## src/hdl/heisenberg_dmi_spin_flip_energy_top_assert.svh

```systemverilog
`ifndef HEISENBERG_DMI_SPIN_FLIP_ENERGY_TOP_ASSERT_SVH
`define HEISENBERG_DMI_SPIN_FLIP_ENERGY_TOP_ASSERT_SVH

// same-cycle implication, sampled on clk, off during rst
`define HDSF_ASSERT_NOW(label, ante, cons) \
  label: assert property (@(posedge clk) disable iff (rst) (ante) |-> (cons)) \
    else $error("hdsf assertion failed");

// next-cycle implication, sampled on clk, off during rst
`define HDSF_ASSERT_NEXT(label, ante, cons) \
  label: assert property (@(posedge clk) disable iff (rst) (ante) |=> (cons)) \
    else $error("hdsf assertion failed");

`endif

```

## src/hdl/hdsf_pkg.sv

```systemverilog
package hdsf_pkg;

  localparam int LATTICE_DIMS   = 3;
  localparam int NUM_AXES       = 3;
  localparam int NUM_NEIGHBOURS = 6;
  localparam int STAGES         = 8;
  localparam int CFG_INDEX_W    = 3;

  localparam logic [CFG_INDEX_W-1:0] REG_FIELD_X      = 3'd0;
  localparam logic [CFG_INDEX_W-1:0] REG_FIELD_Y      = 3'd1;
  localparam logic [CFG_INDEX_W-1:0] REG_FIELD_Z      = 3'd2;
  localparam logic [CFG_INDEX_W-1:0] REG_EXCHANGE_X   = 3'd3;
  localparam logic [CFG_INDEX_W-1:0] REG_EXCHANGE_Y   = 3'd4;
  localparam logic [CFG_INDEX_W-1:0] REG_EXCHANGE_Z   = 3'd5;
  localparam logic [CFG_INDEX_W-1:0] REG_DMI_STRENGTH = 3'd6;

  typedef logic signed [15:0] spin_t;
  typedef logic signed [16:0] diff_t;
  typedef logic signed [18:0] nsum_t;
  typedef logic signed [23:0] coef_t;
  typedef logic signed [34:0] dmi_t;
  typedef logic signed [63:0] energy_t;

  typedef struct packed {
    diff_t d_self;
    diff_t d_next;
    diff_t d_prev;
    nsum_t nsum;
    diff_t nd_next;
    diff_t nd_prev;
  } lane_in_t;

  typedef struct packed {
    energy_t energy;
    dmi_t    dmi;
  } lane_out_t;

endpackage

```

## src/hdl/hdsf_merge.sv

```systemverilog
module hdsf_merge (
  input  logic                                        clk,
  input  logic                                        en,
  input  hdsf_pkg::coef_t                             dmi_strength,
  input  hdsf_pkg::lane_out_t [hdsf_pkg::NUM_AXES-1:0] lanes,
  output hdsf_pkg::energy_t                           energy_change
);
  import hdsf_pkg::*;

  energy_t            part_sum;
  logic signed [36:0] dmi_sum;

  energy_t            part_e;
  logic signed [36:0] dsum_e;

  logic signed [43:0] klo_f;
  logic signed [41:0] khi_f;
  energy_t            part_f;

  energy_t            total_g;
  energy_t            result_h;

  always_comb begin
    part_sum = '0;
    dmi_sum  = '0;
    for (int i = 0; i < NUM_AXES; i++) begin
      part_sum = part_sum + lanes[i].energy;
      dmi_sum  = dmi_sum + 37'($signed(lanes[i].dmi));
    end
  end

  always_ff @(posedge clk) begin
    if (en) begin
      part_e <= part_sum;
      dsum_e <= dmi_sum;
    end
  end

  // dmi strength product split in two halves
  always_ff @(posedge clk) begin
    if (en) begin
      klo_f  <= $signed(dmi_strength) * $signed({1'b0, dsum_e[18:0]});
      khi_f  <= $signed(dmi_strength) * $signed(dsum_e[36:19]);
      part_f <= part_e;
    end
  end

  always_ff @(posedge clk) begin
    if (en) begin
      total_g <= part_f + 64'(klo_f) + {{3{khi_f[41]}}, khi_f, 19'd0};
    end
  end

  // round to scale 2^30, ties toward plus infinity
  always_ff @(posedge clk) begin
    if (en) begin
      result_h <= (total_g + 64'sd8192) >>> 14;
    end
  end

  assign energy_change = result_h;

endmodule
```

## config.mk

```make
export PLATFORM = sky130hd
export DESIGN_NAME = hdsf_merge
export DESIGN_NICKNAME = d
export VERILOG_FILES = /design/src/hdl/heisenberg_dmi_spin_flip_energy_top_assert.svh /design/src/hdl/hdsf_pkg.sv /design/src/hdl/hdsf_merge.sv
export SDC_FILE = /design/constraint.sdc
export NUM_CORES = 2
export LEC_CHECK = 0
export ABC_AREA = 1
export BUFFER_PORTS_ARGS = -buffer_cell sky130_fd_sc_hd__buf_4
export CAP_MARGIN = 20
export CORE_UTILIZATION = 40
export CTS_BUF_LIST = sky130_fd_sc_hd__clkbuf_8 sky130_fd_sc_hd__clkbuf_16
export DETAILED_ROUTE_END_ITERATION = 10
export PLACE_DENSITY = 0.65
export SLEW_MARGIN = 20
export SYNTH_ARGS = -nofsm -noshare
export SYNTH_HDL_FRONTEND = slang
export SYNTH_SLANG_ARGS = --single-unit
```

## constraint.sdc

```tcl
create_clock -name clk -period 10.7 [get_ports clk]
set_clock_uncertainty 0.15 [all_clocks]
set_input_delay 2.14 -clock clk [delete_from_list [all_inputs] [get_ports clk]]
set_output_delay 2.14 -clock clk [all_outputs]
set_load 0.02 [all_outputs]
```

==> metrics.yaml <==
yosys:
  synth.yosys.seq_area_share: 0.167
  syn-instance-count: 8240
  synth-async-reset-ratio: 0
  post_synth_instance_area_mm2: 0.0633
  yosys_warnings: 0
  most_used_flip_flop_cell_after_synthesis: "sky130_fd_sc_hd__edfxtp_1"
  synthesis.area_per_instance_um2: 7.68
  synth_fp_nets: 10000
  synth.ff_latch_count: 352
  synth_edf_count: 352
  yosysUniqueCellTypes: 46
placement:
  dp_slack_ns: 1.80
  dpl_cell_area_mm2: 0.0683
  dpl.hpwl_um: 173000
  gp_routability_congestion: 0.988
  buffer_ports.inserted: 386
global_routing:
  antenna_found_initial: 3
  gr-usage-all-layers: 0.257
  via_count_of_the_first_global_routing_pass: 54400
  grt_first_pass_wirelength_um: 313000
  pin_count_of_the_biggest_net_entering_global_routing: 90
  overflow: 0
cts:
  post_cts_setup_driven_buffer_insertion_count: 0
  cts_tree: "done"
  worstSkewPairLatency_ns: 0.64
  clock_transition_at_the_register_clock_pins_on_the_worst_setup_and_hold_paths_after_cts_ns: 0.06
  hold_buf_cts: 0
  clockBufferDepth: 3
  ctsRootBufferMaster: "sky130_fd_sc_hd__clkbuf_16"
  cts.sinks: 352
  cts_inserted_buffers: 43
  htreeDepth: 2
  post_cts.resized_instances: 0
layout:
  area.growth.synth_to_final_pct: 10.3
  commonest_cells_after_routing_fill_and_taps_aside: "2534 x sky130_fd_sc_hd__nand2_1, 2153 x sky130_fd_sc_hd__inv_1, 1036 x sky130_fd_sc_hd__fa_1, 433 x sky130_fd_sc_hd__nor2_1, 416 x sky130_fd_sc_hd__buf_4"
  fillCellCount: 15900
  post_route_cells_drive_above_1_share: 0.0679
  fin_nets: 10300
  layout.cell_area.non_filler_mm2: 0.0698
  most_frequent_standard_cell_in_the_layout_excluding_fill_and_tap_cells: "sky130_fd_sc_hd__nand2_1"
worst_hold_path:
  min_to: "part_f[36]"
  holdPathStages: 0
  worstHoldPathType: "reg2reg"
  min_from: "part_e[36]"
flow_run:
  drv.max_cap_violation_count: 0
route:
  vias: 52800
  routed_wirelength_um: 203000
  route.antenna.remaining_nets: 0
  detail_route.wl_per_cell_um: 19.1
  drt_drc: 0
  vias_per_cell: 4.97
  detail_route.first_pass.iterations: 6
  drtIter0Drc: 3981
worst_setup_path:
  timing_worst_setup_path_type: "in2reg"
  critical_path.startpoint_type: "primary input"
  end_kind: "flop"
  crit-reg2reg-launch: "dsum_e[19]"
  reg2regPathDepth: 19
  required_time_at_the_worst_slack_endpoint_ns: 10.92
  reg2reg_capture_point: "khi_f[41]"
  reg2reg_slack_ns: 3.67
  crit_path_max_fanout: 37
  cp.arrival_ns: 8.47
floorplanning:
  core_region_area_mm2: 0.157
  initial_core_util: 0.404
  dieArea_mm2: 0.160
  floorplan.rows: 145
  die_h_um: 400
  ios: 387
  die_width_um: 400
timing:
  period_share: 0.772
  rsz0062_at_grt: "no"
  max_slew.worst_pin.slew_ns: 1.17
  timing.slew.headroom: 0.218
  hold_violations: 0
  report.final.slew_viol_count: 0
  report.final.setup_viol: 0
  fin_crit_ns: 8.26
  max_freq_mhz: 121
  setup-tns-final_ns: 0
  final.setup.worst_slack_ns: 2.44
  final.hold.worst_slack_ns: 0.246
status:
  outcome: "complete, no violations"
## final cells by class
cell class              instances  area, um^2  share of cell area
clock buffers                  43        1080              0.0154
inverters                    2159        8100               0.116
repair buffers                425        3280              0.0470
diodes                          5        12.5            0.000179
clock inverters                34         297             0.00425
multi-input cells            5545       43900               0.629
well taps                    2058        2570              0.0369
flip-flops and latches        352       10600               0.151
## per-stage QoR
| stage | util | cells |
|---|---|---|
| 4_1_cts | 0.444 | 10600 |
| 5_1_grt | 0.445 | 10600 |
| 3_5_place_dp | 0.436 | 10500 |
| 3_3_place_gp | 0.436 | 10500 |
| 2_1_floorplan | - | 8240 |
| 6_report | 0.445 | 10600 |
## per-layer routing
| metal | global-route usage | routed length [um] |
|---|---|---|
| met5 | 0 | 0 |
| met4 | 0.0630 | 5300 |
| met3 | 0.0269 | 12400 |
| met2 | 0.425 | 94500 |
| met1 | 0.359 | 90600 |
## critical path, stage by stage
cell and delay (ns):
sky130_fd_sc_hd__buf_4 0.41, sky130_fd_sc_hd__nand2_1 0.18, sky130_fd_sc_hd__fa_1 0.66, sky130_fd_sc_hd__fa_1 0.48, sky130_fd_sc_hd__fa_1 0.69, sky130_fd_sc_hd__inv_1 0.26
sky130_fd_sc_hd__fa_1 0.51, sky130_fd_sc_hd__fa_1 0.50, sky130_fd_sc_hd__fa_1 0.49, sky130_fd_sc_hd__inv_1 0.05, sky130_fd_sc_hd__fa_1 0.50, sky130_fd_sc_hd__inv_1 0.04
sky130_fd_sc_hd__ha_1 0.39, sky130_fd_sc_hd__nand2_1 0.15, sky130_fd_sc_hd__nor2_1 0.25, sky130_fd_sc_hd__nand2_1 0.17, sky130_fd_sc_hd__nor3_1 0.24, sky130_fd_sc_hd__nand3_1 0.15
sky130_fd_sc_hd__nand4_1 0.12, sky130_fd_sc_hd__nand2_1 0.06
## worst max-delay path by stage
stage | from | end
floorplan | dmi_strength[23] | klo_f[43]
global placement | dmi_strength[23] | klo_f[43]
detailed placement | dmi_strength[23] | klo_f[35]
CTS | dmi_strength[23] | klo_f[35]
global route | dmi_strength[23] | klo_f[35]
finish | dmi_strength[23] | klo_f[35]
## registers in the layout, indices dropped and copies added (netlist names)
signal / flops
part_e: 64
khi_f: 42
total_g: 51
dsum_e: 37
part_f: 64
energy_change: 50
klo_f: 44
## Yosys cell counts, types with 13 or more instances
master                        n  area (um^2)
sky130_fd_sc_hd__nor2_2      14         87.6
sky130_fd_sc_hd__nand3b_1    14          105
sky130_fd_sc_hd__nand3_1    264         1320
sky130_fd_sc_hd__buf_4       14          105
sky130_fd_sc_hd__or2_2       13         81.3
sky130_fd_sc_hd__buf_1       54          203
sky130_fd_sc_hd__nor3_1      52          260
sky130_fd_sc_hd__clkbuf_1   115          432
sky130_fd_sc_hd__nor2_1     433         1630
sky130_fd_sc_hd__fa_1      1036        20700
sky130_fd_sc_hd__edfxtp_1   352        10600
sky130_fd_sc_hd__a21o_1      13         97.6
sky130_fd_sc_hd__o21bai_1    38          285
sky130_fd_sc_hd__ha_1       401         5020
sky130_fd_sc_hd__xor2_1     147         1290
sky130_fd_sc_hd__o21ai_0    111          556
sky130_fd_sc_hd__nand2_1   2534         9510
sky130_fd_sc_hd__nand4_1     82          513
sky130_fd_sc_hd__nand2_2     19          119
sky130_fd_sc_hd__xnor2_1     37          324
sky130_fd_sc_hd__inv_1     2148         8060
sky130_fd_sc_hd__a21oi_1    258         1290
## logic make-up (layout without fill, tap and decap cells)
family          count (synthesis)  count (layout)  synth area share
flops                         352             352             0.167
other cells                     0               5                 0
compound gates                447             447            0.0386
simple gates                 3477            3477             0.222
fa+ha+maj                    1437            1437             0.407
buf+inv                      2343            2661             0.140
xor+xnor                      184             184            0.0255
Power is not shown: default switching activity piles up to over one toggle a cycle in this logic, so the estimate is an artifact.
